File: src/hw/rtl/first_fit_heap_allocator_unit_macros.svh
// assertion helpers for the allocator
`ifndef FIRST_FIT_HEAP_ALLOCATOR_UNIT_MACROS_SVH
`define FIRST_FIT_HEAP_ALLOCATOR_UNIT_MACROS_SVH

// same-cycle implication
`define FFHA_ASSERT_NOW(label, ante, cons) \
	label: assert property (@(posedge clk) disable iff (!arst_n) (ante) |-> (cons)) \
		else $error("allocator check failed");

// next-cycle implication
`define FFHA_ASSERT_NEXT(label, ante, cons) \
	label: assert property (@(posedge clk) disable iff (!arst_n) (ante) |=> (cons)) \
		else $error("allocator check failed");

`endif

File: src/hw/rtl/ffha_pkg.sv
package ffha_pkg;
	localparam int MAX_ENTRIES_DEF  = 64;
	localparam int HEADER_BYTES_DEF = 12;
	localparam int SPLIT_SLACK      = 8;
	localparam logic [32:0] ALIGN_MASK  = 33'd3;
	localparam logic [31:0] PAGE_MASK   = 32'hFFF;
	localparam logic [31:0] LIMIT_RESET = 32'h0100_0000;

	localparam logic [2:0] ST_OK          = 3'd0;
	localparam logic [2:0] ST_ZERO        = 3'd1;
	localparam logic [2:0] ST_OUT_OF_HEAP = 3'd2;
	localparam logic [2:0] ST_TABLE_FULL  = 3'd3;
	localparam logic [2:0] ST_REL_IGNORED = 3'd4;

	localparam logic REG_HEAP_BASE  = 1'b0;
	localparam logic REG_HEAP_LIMIT = 1'b1;

	typedef enum logic [2:0] {
		W_USED, W_FREE, W_SHIFT, W_SPLIT_A, W_SPLIT_B, W_APPEND
	} wsrc_t;

	typedef enum logic [1:0] {G_NONE, G_RD, G_HIT, G_TOP} gsrc_t;

	typedef struct packed {
		logic       load;
		logic       idx_inc;
		logic       rd_shift;
		logic       hit_cap;
		logic       j_dec;
		logic       mem_we;
		wsrc_t      wsrc;
		logic       cnt_inc;
		logic       top_adv;
		logic       res_we;
		logic [2:0] res_status;
		gsrc_t      gsrc;
		logic       out_load;
	} cmd_t;

	typedef struct packed {
		logic mode;
		logic zero_req;
		logic zero_addr;
		logic idx_end;
		logic fit;
		logic split_ok;
		logic match;
		logic shift_more;
		logic limit_fail;
		logic full;
		logic out_free;
	} sts_t;

	typedef struct packed {
		logic [31:0] start;
		logic [31:0] size;
		logic        free;
	} entry_t;
endpackage

File: src/hw/rtl/ffha_ctrl.sv
module ffha_ctrl import ffha_pkg::*; (
	input  logic clk,
	input  logic arst_n,
	input  logic in_valid,
	output logic in_ready,
	input  sts_t sts,
	output cmd_t cmd
);
	typedef enum logic [3:0] {
		S_IDLE, S_START, S_SCAN_RD, S_SCAN_CHK, S_SHIFT_TEST, S_SHIFT_RD,
		S_SHIFT_WR, S_SPLIT_A, S_SPLIT_B, S_APPEND, S_FINISH
	} state_t;

	state_t state_q, state_d;

	assign in_ready = (state_q == S_IDLE);

	always_comb begin
		cmd = '0;
		cmd.wsrc = W_USED;
		cmd.gsrc = G_NONE;
		cmd.res_status = ST_OK;
		state_d = state_q;
		unique case (state_q)
			S_IDLE: begin
				if (in_valid) begin
					cmd.load = 1'b1;
					state_d = S_START;
				end
			end
			S_START: begin
				if (sts.mode && sts.zero_addr) begin
					cmd.res_we = 1'b1;
					cmd.res_status = ST_REL_IGNORED;
					state_d = S_FINISH;
				end else if (!sts.mode && sts.zero_req) begin
					cmd.res_we = 1'b1;
					cmd.res_status = ST_ZERO;
					state_d = S_FINISH;
				end else begin
					state_d = S_SCAN_RD;
				end
			end
			S_SCAN_RD: begin
				if (!sts.idx_end) state_d = S_SCAN_CHK;
				else if (!sts.mode) state_d = S_APPEND;
				else begin
					cmd.res_we = 1'b1;
					cmd.res_status = ST_REL_IGNORED;
					state_d = S_FINISH;
				end
			end
			S_SCAN_CHK: begin
				if (!sts.mode && sts.fit) begin
					if (sts.split_ok) begin
						cmd.hit_cap = 1'b1;
						state_d = S_SHIFT_TEST;
					end else begin
						cmd.mem_we = 1'b1;
						cmd.wsrc = W_USED;
						cmd.res_we = 1'b1;
						cmd.gsrc = G_RD;
						state_d = S_FINISH;
					end
				end else if (sts.mode && sts.match) begin
					cmd.mem_we = 1'b1;
					cmd.wsrc = W_FREE;
					cmd.res_we = 1'b1;
					state_d = S_FINISH;
				end else begin
					cmd.idx_inc = 1'b1;
					state_d = S_SCAN_RD;
				end
			end
			S_SHIFT_TEST: state_d = sts.shift_more ? S_SHIFT_RD : S_SPLIT_A;
			S_SHIFT_RD: begin
				cmd.rd_shift = 1'b1;
				state_d = S_SHIFT_WR;
			end
			S_SHIFT_WR: begin
				cmd.mem_we = 1'b1;
				cmd.wsrc = W_SHIFT;
				cmd.j_dec = 1'b1;
				state_d = S_SHIFT_TEST;
			end
			S_SPLIT_A: begin
				cmd.mem_we = 1'b1;
				cmd.wsrc = W_SPLIT_A;
				state_d = S_SPLIT_B;
			end
			S_SPLIT_B: begin
				cmd.mem_we = 1'b1;
				cmd.wsrc = W_SPLIT_B;
				cmd.cnt_inc = 1'b1;
				cmd.res_we = 1'b1;
				cmd.gsrc = G_HIT;
				state_d = S_FINISH;
			end
			S_APPEND: begin
				cmd.res_we = 1'b1;
				if (sts.limit_fail) cmd.res_status = ST_OUT_OF_HEAP;
				else if (sts.full) cmd.res_status = ST_TABLE_FULL;
				else begin
					cmd.mem_we = 1'b1;
					cmd.wsrc = W_APPEND;
					cmd.cnt_inc = 1'b1;
					cmd.top_adv = 1'b1;
					cmd.gsrc = G_TOP;
				end
				state_d = S_FINISH;
			end
			S_FINISH: begin
				if (sts.out_free) begin
					cmd.out_load = 1'b1;
					state_d = S_IDLE;
				end
			end
			default: state_d = S_IDLE;
		endcase
	end

	always_ff @(posedge clk or negedge arst_n) begin
		if (!arst_n) state_q <= S_IDLE;
		else state_q <= state_d;
	end
endmodule

File: config.mk
export PLATFORM = sky130hd
export DESIGN_NAME = ffha_ctrl
export DESIGN_NICKNAME = d
export VERILOG_FILES = /design/src/hw/rtl/first_fit_heap_allocator_unit_macros.svh /design/src/hw/rtl/ffha_pkg.sv /design/src/hw/rtl/ffha_ctrl.sv
export SDC_FILE = /design/constraint.sdc
export NUM_CORES = 1
export LEC_CHECK = 0
export ABC_AREA = 1
export BUFFER_PORTS_ARGS = -buffer_cell sky130_fd_sc_hd__buf_2
export CORE_ASPECT_RATIO = 1.25
export CORE_MARGIN = 5
export CORE_UTILIZATION = 28
export CTS_CLUSTER_DIAMETER = 50
export DETAILED_ROUTE_END_ITERATION = 10
export GPL_TIMING_DRIVEN = 0
export PLACE_DENSITY = 0.68
export SYNTH_ARGS = -nofsm -noshare
export SYNTH_HDL_FRONTEND = slang
export SYNTH_SLANG_ARGS = --single-unit
File: constraint.sdc
create_clock -name clk -period 1.4 [get_ports clk]
set_input_delay 0 -clock clk [delete_from_list [all_inputs] [get_ports clk]]
set_output_delay 0 -clock clk [all_outputs]
set_load 0.05 [all_outputs]
==> PnR_summary.wiki, run 1 <==
{| class="wikitable"
! Metric !! Value
|-
| TritonCTS Sinks || 4
|-
| Horiz. Die Dim || 48.2 um
|-
| Initial core utilization || 29.3%
|-
| # Max-Cap Violations || 0
|-
| Register-to-register setup slack || 0.10 ns
|-
| Half-perimeter wire length of the detailed placement result || 1270 um
|-
| Maximum number of pins on one net before global-route repair || 8
|-
| Source-to-sink clock delay at the later pin of the worst-skew pair || 0.24 ns
|-
| Total number of nets in the final design || 153
|-
| Max Root-Sink Buffers || 2
|-
| Final cell utilization of the core || 54.2%
|-
| Clock share of power || 7.5%
|-
| Total wire length || 1680 um
|-
| Int Power || 0.783 mW
|-
| Max Transition Viols Final || 0
|-
| Via count || 737
|-
| Routed wirelength normalized by instance count || 10.8 um
|-
| Registers with the highest flip-flop counts || state_q: 4 flops
|-
| Non-filler cells in the finished layout || 156
|-
| Overall global routing resource usage || 12.3%
|-
| Top fanout value on the critical path || 5
|-
| # IOs || 33
|-
| Setup Skew || 0.00432 ns
|-
| Path depth of the worst reg2reg path || 8
|-
| Final worst-path cycle share || 103%
|-
| Minimum setup slack in the final design || -0.0449 ns
|-
| Total power draw || 1.99 mW
|-
| Antenna violations before repair || 0
|-
| Gate power share || 80.3%
|-
| Number of antenna repair diodes || 0
|-
| Number of placed instances, taps included || 145
|-
| Yosys Warn Count || 0
|-
| Iteration count of the initial detailed-routing pass || 4
|-
| R2R Path Start || state_q[0]$_DFFE_PN0P_
|-
| Sum of negative setup slack || -0.180 ns
|-
| Launch point of the worst hold path || in_valid
|-
| DP Area || 739 um2
|-
| Die area || 2780 um2
|-
| Die Y-Extent || 57.7 um
|-
| Endpoint class of the critical path || primary output
|-
| Layout filler cell count || 176
|-
| Maximum frequency from static timing analysis || 0.692 GHz
|-
| First-pass GRT wire length || 2570 um
|-
| Power per cell area || 2100 nW/um2
|-
| Clock Pin Slew Worst Setup and Hold Paths || 0.04 ns
|-
| Result of the run || complete, but fails checks
|-
| Part of the power in registers || 12.2%
|-
| Sw power || 1.21 mW
|-
| Maximum resistive drop on vdd || 0.981 mV
|-
| Routed Antenna Nets || 0
|-
| CORE AREA || 1740 um2
|-
| Fin crit period || 1.44 ns
|-
| CTS tree || built
|-
| Post-Synthesis Cells || 94
|-
| Register containing the most flip-flops in the final layout || state_q
|-
| Remaining DRCs || 0
|-
| Cell area after synthesis || 510 um2
|-
| Worst Max-Slew Pin Slew || 0.285 ns
|-
| Worst setup slack after placement || 0.0539 ns
|-
| Cell at the root of the clock tree || clkbuf_4
|-
| Max-slew headroom || 80.9%
|-
| Number of storage elements in the synthesis netlist || 4
|-
| TritonCTS Buffers || 3
|-
| Number of flip-flops in the largest register || 4
|-
| H-Tree Level Count || 1
|-
| Distinct cell type count of the synthesized netlist || 17
|-
| Placement row count || 17
|-
| Worst Path Required || 1.40 ns
|-
| Worst setup path class || flop to primary output
|-
| Final hold vios || 0
|-
| Via count of the first global-routing pass || 664
|-
| Hold EP || state_q[0]$_DFFE_PN0P_
|-
| WP data arrival || 1.44 ns
|-
| Setup crit start kind || flop
|-
| Worst flop-to-flop path endpoint || state_q[1]$_DFFE_PN0P_
|-
| Detailed Route Iter0 Violations || 9
|-
| Setup repair after global routing missed its margin || yes
|-
| DR vias/cell || 4.72
|-
| Synthesized Nets || 108
|-
| Lkg Pwr || 0.549 nW
|-
| Share of cells above drive strength 1 || 51.8%
|-
| Fraction of power spent switching nets || 60.6%
|-
| Post-synthesis average cell area || 5.43 um2
|-
| Depth of the worst hold-timing path || 3
|-
| Violated checks || negative setup slack
|-
| Leftover overflow at the end of global routing || 0
|-
| Worst hold slack || 0.0666 ns
|-
| Hold WC Path Type || primary input to flop
|-
| Final estimated routing congestion in global placement || 0.786
|-
| Area added between synthesis and finish || 85.3%
|-
| Post-route design area || 946 um2
|-
| Input/output buffers || 32
|-
| Final Setup Violations || 6
|-
| Share of synthesized area occupied by flip-flops and latches || 19.6%
|-
| Critical path startpoint || state_q[0]$_DFFE_PN0P_
|}
[cells by family after synthesis]
group                  after synthesis  share of synthesized area (%)
AOI/OAI and AO/OA                    8                           9.80
buffers and inverters               18                           13.2
DFF                                  4                           19.6
and+or+nand+nor                     64                           57.4
[worst max-delay path, cell delays in order, from the launching register on]
cell and delay (ns):
dfrtp_1 0.42, inv_2 0.09, nor2_1 0.26, nor2_4 0.07, nor2_1 0.12, o21ai_2 0.06, buf_4 0.18
[power by group through the flow]
stage	sequential, mW	clock [mW]	combinational [mW]
finish	0.243	0.149	1.60
detailed placement	0.225	0	1.28
global placement	0.225	0	1.28
CTS	0.234	0.152	1.46
global route	0.251	0.158	1.70
floorplan	0.212	0	1.04
[worst max path at each step]
| stage | to | slack (ns) | cells after the start |
|---|---|---|---|
| 3_3_place_gp | cmd[6] | 0.05 | 6 |
| 5_1_grt | cmd[9] | -0.13 | 7 |
| 2_1_floorplan | cmd[0] | -0.08 | 3 |
| 3_5_place_dp | cmd[6] | 0.05 | 6 |
| 6_report | cmd[12] | -0.04 | 6 |
| 4_1_cts | cmd[9] | -0.04 | 7 |
[layout by cell type (no fill, tap or decap)]
cell type,netlist,layout
nand3b_1,2,2
nand3_1,7,6
inv_2,2,4
o31ai_4,0,1
dfrtp_2,0,2
buf_6,0,8
nor3_2,0,1
o211ai_2,1,1
a21oi_1,1,1
o21ai_2,0,2
dfrtp_1,4,2
o21ai_0,5,3
nor2_1,21,17
nand2_4,1,2
buf_2,0,16
nor2_2,5,4
nand3_2,0,1
nand2_2,2,4
nor4_4,0,1
buf_4,0,9
inv_1,16,14
nand2_1,23,20
clkbuf_4,0,9
dlygate4sd3_1,0,1
nor2_4,1,6
[synth_stat cells (all sizes together)]
master	number	area (um2)
o21ai	5	25.0
nand2	26	110
nor2	27	121
o31ai	1	7.51
dfrtp	4	100
inv	18	67.6
nor3	1	5.00
o211ai	1	12.5
a21oi	1	5.00
nand3	7	35.0
nor4	1	6.26
nand3b	2	15.0
[layer usage]
layer / vias to the layer above / share of wire (%) / track usage (%)
li1: 376 / - / -
met5: - / 0 / 0
met2: 23 / 56 / 21.5
met3: 2 / 5.2 / 2.80
met1: 336 / 38 / 13.6
met4: 0 / 1.0 / 4.62
[timing repair]
| item | CTS | global route |
|---|---|---|
| gates resized for setup | 23 | 19 |
| endpoints found under the hold margin | 4 | 0 |
| pin swaps | 4 | 0 |
| setup endpoints to repair | 10 | 17 |
| hold buffers | 1 | 0 |
| buffers inserted | 3 | 4 |
| gates cloned | 0 | 0 |
[cell type report]
cell class | count | area (um2) | share of cell area (%)
repair buffers | 40 | 293 | 31.0
clock buffers | 3 | 22.5 | 2.38
well taps | 19 | 23.8 | 2.51
multi-input cells | 72 | 437 | 46.2
flip-flops and latches | 4 | 103 | 10.8
inverters | 18 | 67.6 | 7.14
(Power assumes the default switching activity.)
==> inputs of run 2 (changes only) <==
--- a/config.mk
+++ b/config.mk
@@ -5,7 +5,6 @@
 export SDC_FILE = /design/constraint.sdc
 export NUM_CORES = 1
 export LEC_CHECK = 0
-export ABC_AREA = 1
 export BUFFER_PORTS_ARGS = -buffer_cell sky130_fd_sc_hd__buf_2
 export CORE_ASPECT_RATIO = 1.25
 export CORE_MARGIN = 5
@@ -13,7 +12,8 @@
 export CTS_CLUSTER_DIAMETER = 50
 export DETAILED_ROUTE_END_ITERATION = 10
 export GPL_TIMING_DRIVEN = 0
-export PLACE_DENSITY = 0.68
+export PLACE_DENSITY = 0.67
 export SYNTH_ARGS = -nofsm -noshare
 export SYNTH_HDL_FRONTEND = slang
 export SYNTH_SLANG_ARGS = --single-unit
+export TNS_END_PERCENT = 100
==> PnR_summary.wiki, run 2 <==
{| class="wikitable"
! Metric !! Value
|-
| Result of the run || complete, but fails checks
|-
| Violated checks || negative setup slack
|-
| Final Setup Violations || 19
|-
| CORE AREA || 1940 um2
|-
| Setup repair after global routing missed its margin || yes
|-
| WP data arrival || 1.63 ns
|-
| # IOs || 33
|-
| Number of placed instances, taps included || 128
|-
| Lkg Pwr || 0.591 nW
|-
| Yosys Warn Count || 0
|-
| Via count || 835
|-
| Gate power share || 86.5%
|-
| Placement row count || 18
|-
| Fin crit period || 1.63 ns
|-
| Worst setup path class || flop to primary output
|-
| H-Tree Level Count || 1
|-
| Max-slew headroom || 74.0%
|-
| Horiz. Die Dim || 49.9 um
|-
| Iteration count of the initial detailed-routing pass || 4
|-
| Top fanout value on the critical path || 5
|-
| Met1 Routed Length || 964 um
|-
| Multiplexer fraction of the synthesized cell area || 0%
|-
| Input/output buffers || 31
|-
| Non-filler cells in the finished layout || 151
|-
| Number of storage elements in the synthesis netlist || 4
|-
| XOR/XNOR share of the synthesized area || 0%
|-
| Worst setup slack after placement || -0.173 ns
|-
| Post-synth EDFFs || 0
|-
| Initial core utilization || 28.8%
|-
| Routed met2 length || 1470 um
|-
| Part of the power in registers || 7.8%
|-
| Most common cell after layout, fill and taps aside || buf_6
|-
| Endpoint class of the critical path || primary output
|-
| Share of synthesized area occupied by flip-flops and latches || 17.9%
|-
| Worst Max-Slew Pin Slew || 0.384 ns
|-
| Maximum resistive drop on vdd || 1.39 mV
|-
| Worst flop-to-flop path endpoint || state_q[3]$_DFFE_PN0P_
|-
| Antenna violations before repair || 0
|-
| Final hold vios || 0
|-
| Post-synthesis average cell area || 7.25 um2
|-
| Register containing the most flip-flops in the final layout || state_q
|-
| Register-to-register setup slack || -0.07 ns
|-
| Via count of the first global-routing pass || 834
|-
| Synthesized Nets || 91
|-
| Total number of nets in the final design || 147
|-
| Number of antenna repair diodes || 0
|-
| Minimum setup slack in the final design || -0.235 ns
|-
| First-pass GRT wire length || 3800 um
|-
| Post-Synthesis Cells || 77
|-
| Area share of the largest cell type after synthesis || 17.9%
|-
| Cell at the root of the clock tree || clkbuf_4
|-
| Maximum frequency from static timing analysis || 0.612 GHz
|-
| Most used cells in the layout excluding fill and tap cells || buf_6, buf_2, buf_4, buf_8, nor2_4
|-
| # Max-Cap Violations || 0
|-
| Fraction of power spent switching nets || 52.4%
|-
| Leftover overflow at the end of global routing || 0
|-
| Post-synthesis share of cell area spent on and, or, nand and nor gates || 53.6%
|-
| Die Y-Extent || 59.9 um
|-
| DR vias/cell || 5.53
|-
| Power per cell area || 2210 nW/um2
|-
| Sw power || 1.50 mW
|-
| Worst Path Required || 1.40 ns
|-
| TritonCTS Sinks || 4
|-
| Area added between synthesis and finish || 132%
|-
| Number of flip-flops in the largest register || 4
|-
| Detailed Route Iter0 Violations || 22
|-
| Share of cells above drive strength 1 || 71.8%
|-
| Share of flip-flops with an asynchronous set or reset after synthesis || 100%
|-
| Half-perimeter wire length of the detailed placement result || 1450 um
|-
| Amount of wire on met3 after detailed routing || 162 um
|-
| Hold WC Path Type || primary input to async pin
|-
| Highest Signal Layer || met4
|-
| Max Root-Sink Buffers || 2
|-
| Source-to-sink clock delay at the later pin of the worst-skew pair || 0.26 ns
|-
| Clock Pin Slew Worst Setup and Hold Paths || 0.06 ns
|-
| Path depth of the worst reg2reg path || 5
|-
| Main combinational cell family by area after synthesis || simple AND/OR/NAND/NOR gates
|-
| Max Transition Viols Final || 0
|-
| Adder-cell share of the synthesized area || 0%
|-
| Distinct cell type count of the synthesized netlist || 40
|-
| Share of the synthesized area in compound gates (AO/OA/AOI/OAI) || 17.3%
|-
| Routed wirelength normalized by instance count || 17.5 um
|-
| Maximum number of pins on one net before global-route repair || 11
|-
| Top-count cell post-synth || nor2_1
|-
| Setup crit start kind || flop
|-
| Final estimated routing congestion in global placement || 0.844
|-
| Cell area after synthesis || 558 um2
|-
| Top_reg_cell synth || dfrtp_1
|-
| Registers with the highest flip-flop counts || state_q: 4 flops
|-
| Clock share of power || 5.7%
|-
| Top cell type by total area after synthesis || dfrtp_1
|-
| Int Power || 1.36 mW
|-
| CTS tree || built
|-
| Total wire length || 2640 um
|-
| Synth top cells by count || nor2_1, nand2_1, dfrtp_1, inv_1
|-
| Overall global routing resource usage || 16.5%
|-
| Remaining DRCs || 0
|-
| Die area || 2990 um2
|-
| Routed Antenna Nets || 0
|-
| Final worst-path cycle share || 117%
|-
| Total power draw || 2.85 mW
|-
| R2R Path Start || state_q[2]$_DFFE_PN0P_
|-
| Top area cells in the synthesized netlist || dfrtp_1, nor2_1, nand2_1
|-
| Sum of negative setup slack || -2.01 ns
|-
| Setup Skew || 0.0216 ns
|-
| TritonCTS Buffers || 3
|}
-- run 2: changes by cell type after synthesis, sizes merged, moves of 3 or more --
cell,before,now
nand2,26,7
nor2,27,10
inv,18,5
buf,0,6
nand3,7,2
and2,0,3
nand2b,0,3
nand4,0,3
nor2b,0,3
-- run 2: worst max-delay path by stage --
stage | end | slack [ns] | from
detailed placement | cmd[1] | -0.17 | state_q[3]$_DFFE_PN0P_
floorplan | cmd[17] | -0.21 | state_q[2]$_DFFE_PN0P_
finish | cmd[12] | -0.23 | state_q[1]$_DFFE_PN0P_
global placement | cmd[1] | -0.14 | state_q[3]$_DFFE_PN0P_
global route | cmd[6] | -0.32 | state_q[1]$_DFFE_PN0P_
CTS | cmd[6] | -0.18 | state_q[1]$_DFFE_PN0P_
-- run 2: area by class of cell --
class	instances	area [um2]
tap	20	25.0
sequential	4	103
buffer	6	75.1
inverter	5	18.8
clock buffer	3	22.5
multi-input combinational	62	599
fill	131	644
timing repair buffer	51	449
-- run 2: per-stage QoR --
step / utilization (%) / hold slack, ns / area [um2]
6_report: 66.7 / 0.0799 / 1290
3_3_place_gp: 43.6 / -0.197 / 845
5_1_grt: 66.7 / 0.0895 / 1290
2_1_floorplan: - / -0.296 / 664
3_5_place_dp: 43.6 / -0.188 / 845
4_1_cts: 60.3 / 0.0454 / 1170
-- run 2: timing repair --
action / in CTS / in global routing
endpoints found under the setup margin: 20 / 20
setup buffers: 12 / 6
hold buffers: 1 / 0
resized for setup: 58 / 15
endpoints found under the hold margin: 4 / 0
pin swaps: 9 / 10
gates cloned: 1 / 0
-- run 2: power groups by stage --
stage / clock network, mW / logic, mW / registers (mW)
after global placement: 0 / 1.51 / 0.207
after global routing: 0.176 / 2.57 / 0.226
after detailed placement: 0 / 1.53 / 0.211
after CTS: 0.158 / 2.14 / 0.216
after floorplan: 0 / 1.25 / 0.195
final: 0.161 / 2.47 / 0.224
-- run 2: critical path, stage by stage, from the launching register on --
cell	delay, ns
dfrtp_1	0.40
buf_6	0.14
or3b_4	0.43
nor2_4	0.12
or3b_4	0.14
buf_8	0.14
-- run 2: layer usage --
layer,GRT usage (%),up-vias
met4,8.99,0
li1,-,384
met1,16.5,402
met2,32.2,43
met5,0,-
met3,2.24,6
-- run 2: logic make-up after synthesis --
logic type / count (synthesis)
flip-flops: 4
buffers and inverters: 11
AND/OR/NAND/NOR: 49
AO/OA/AOI/OAI: 13
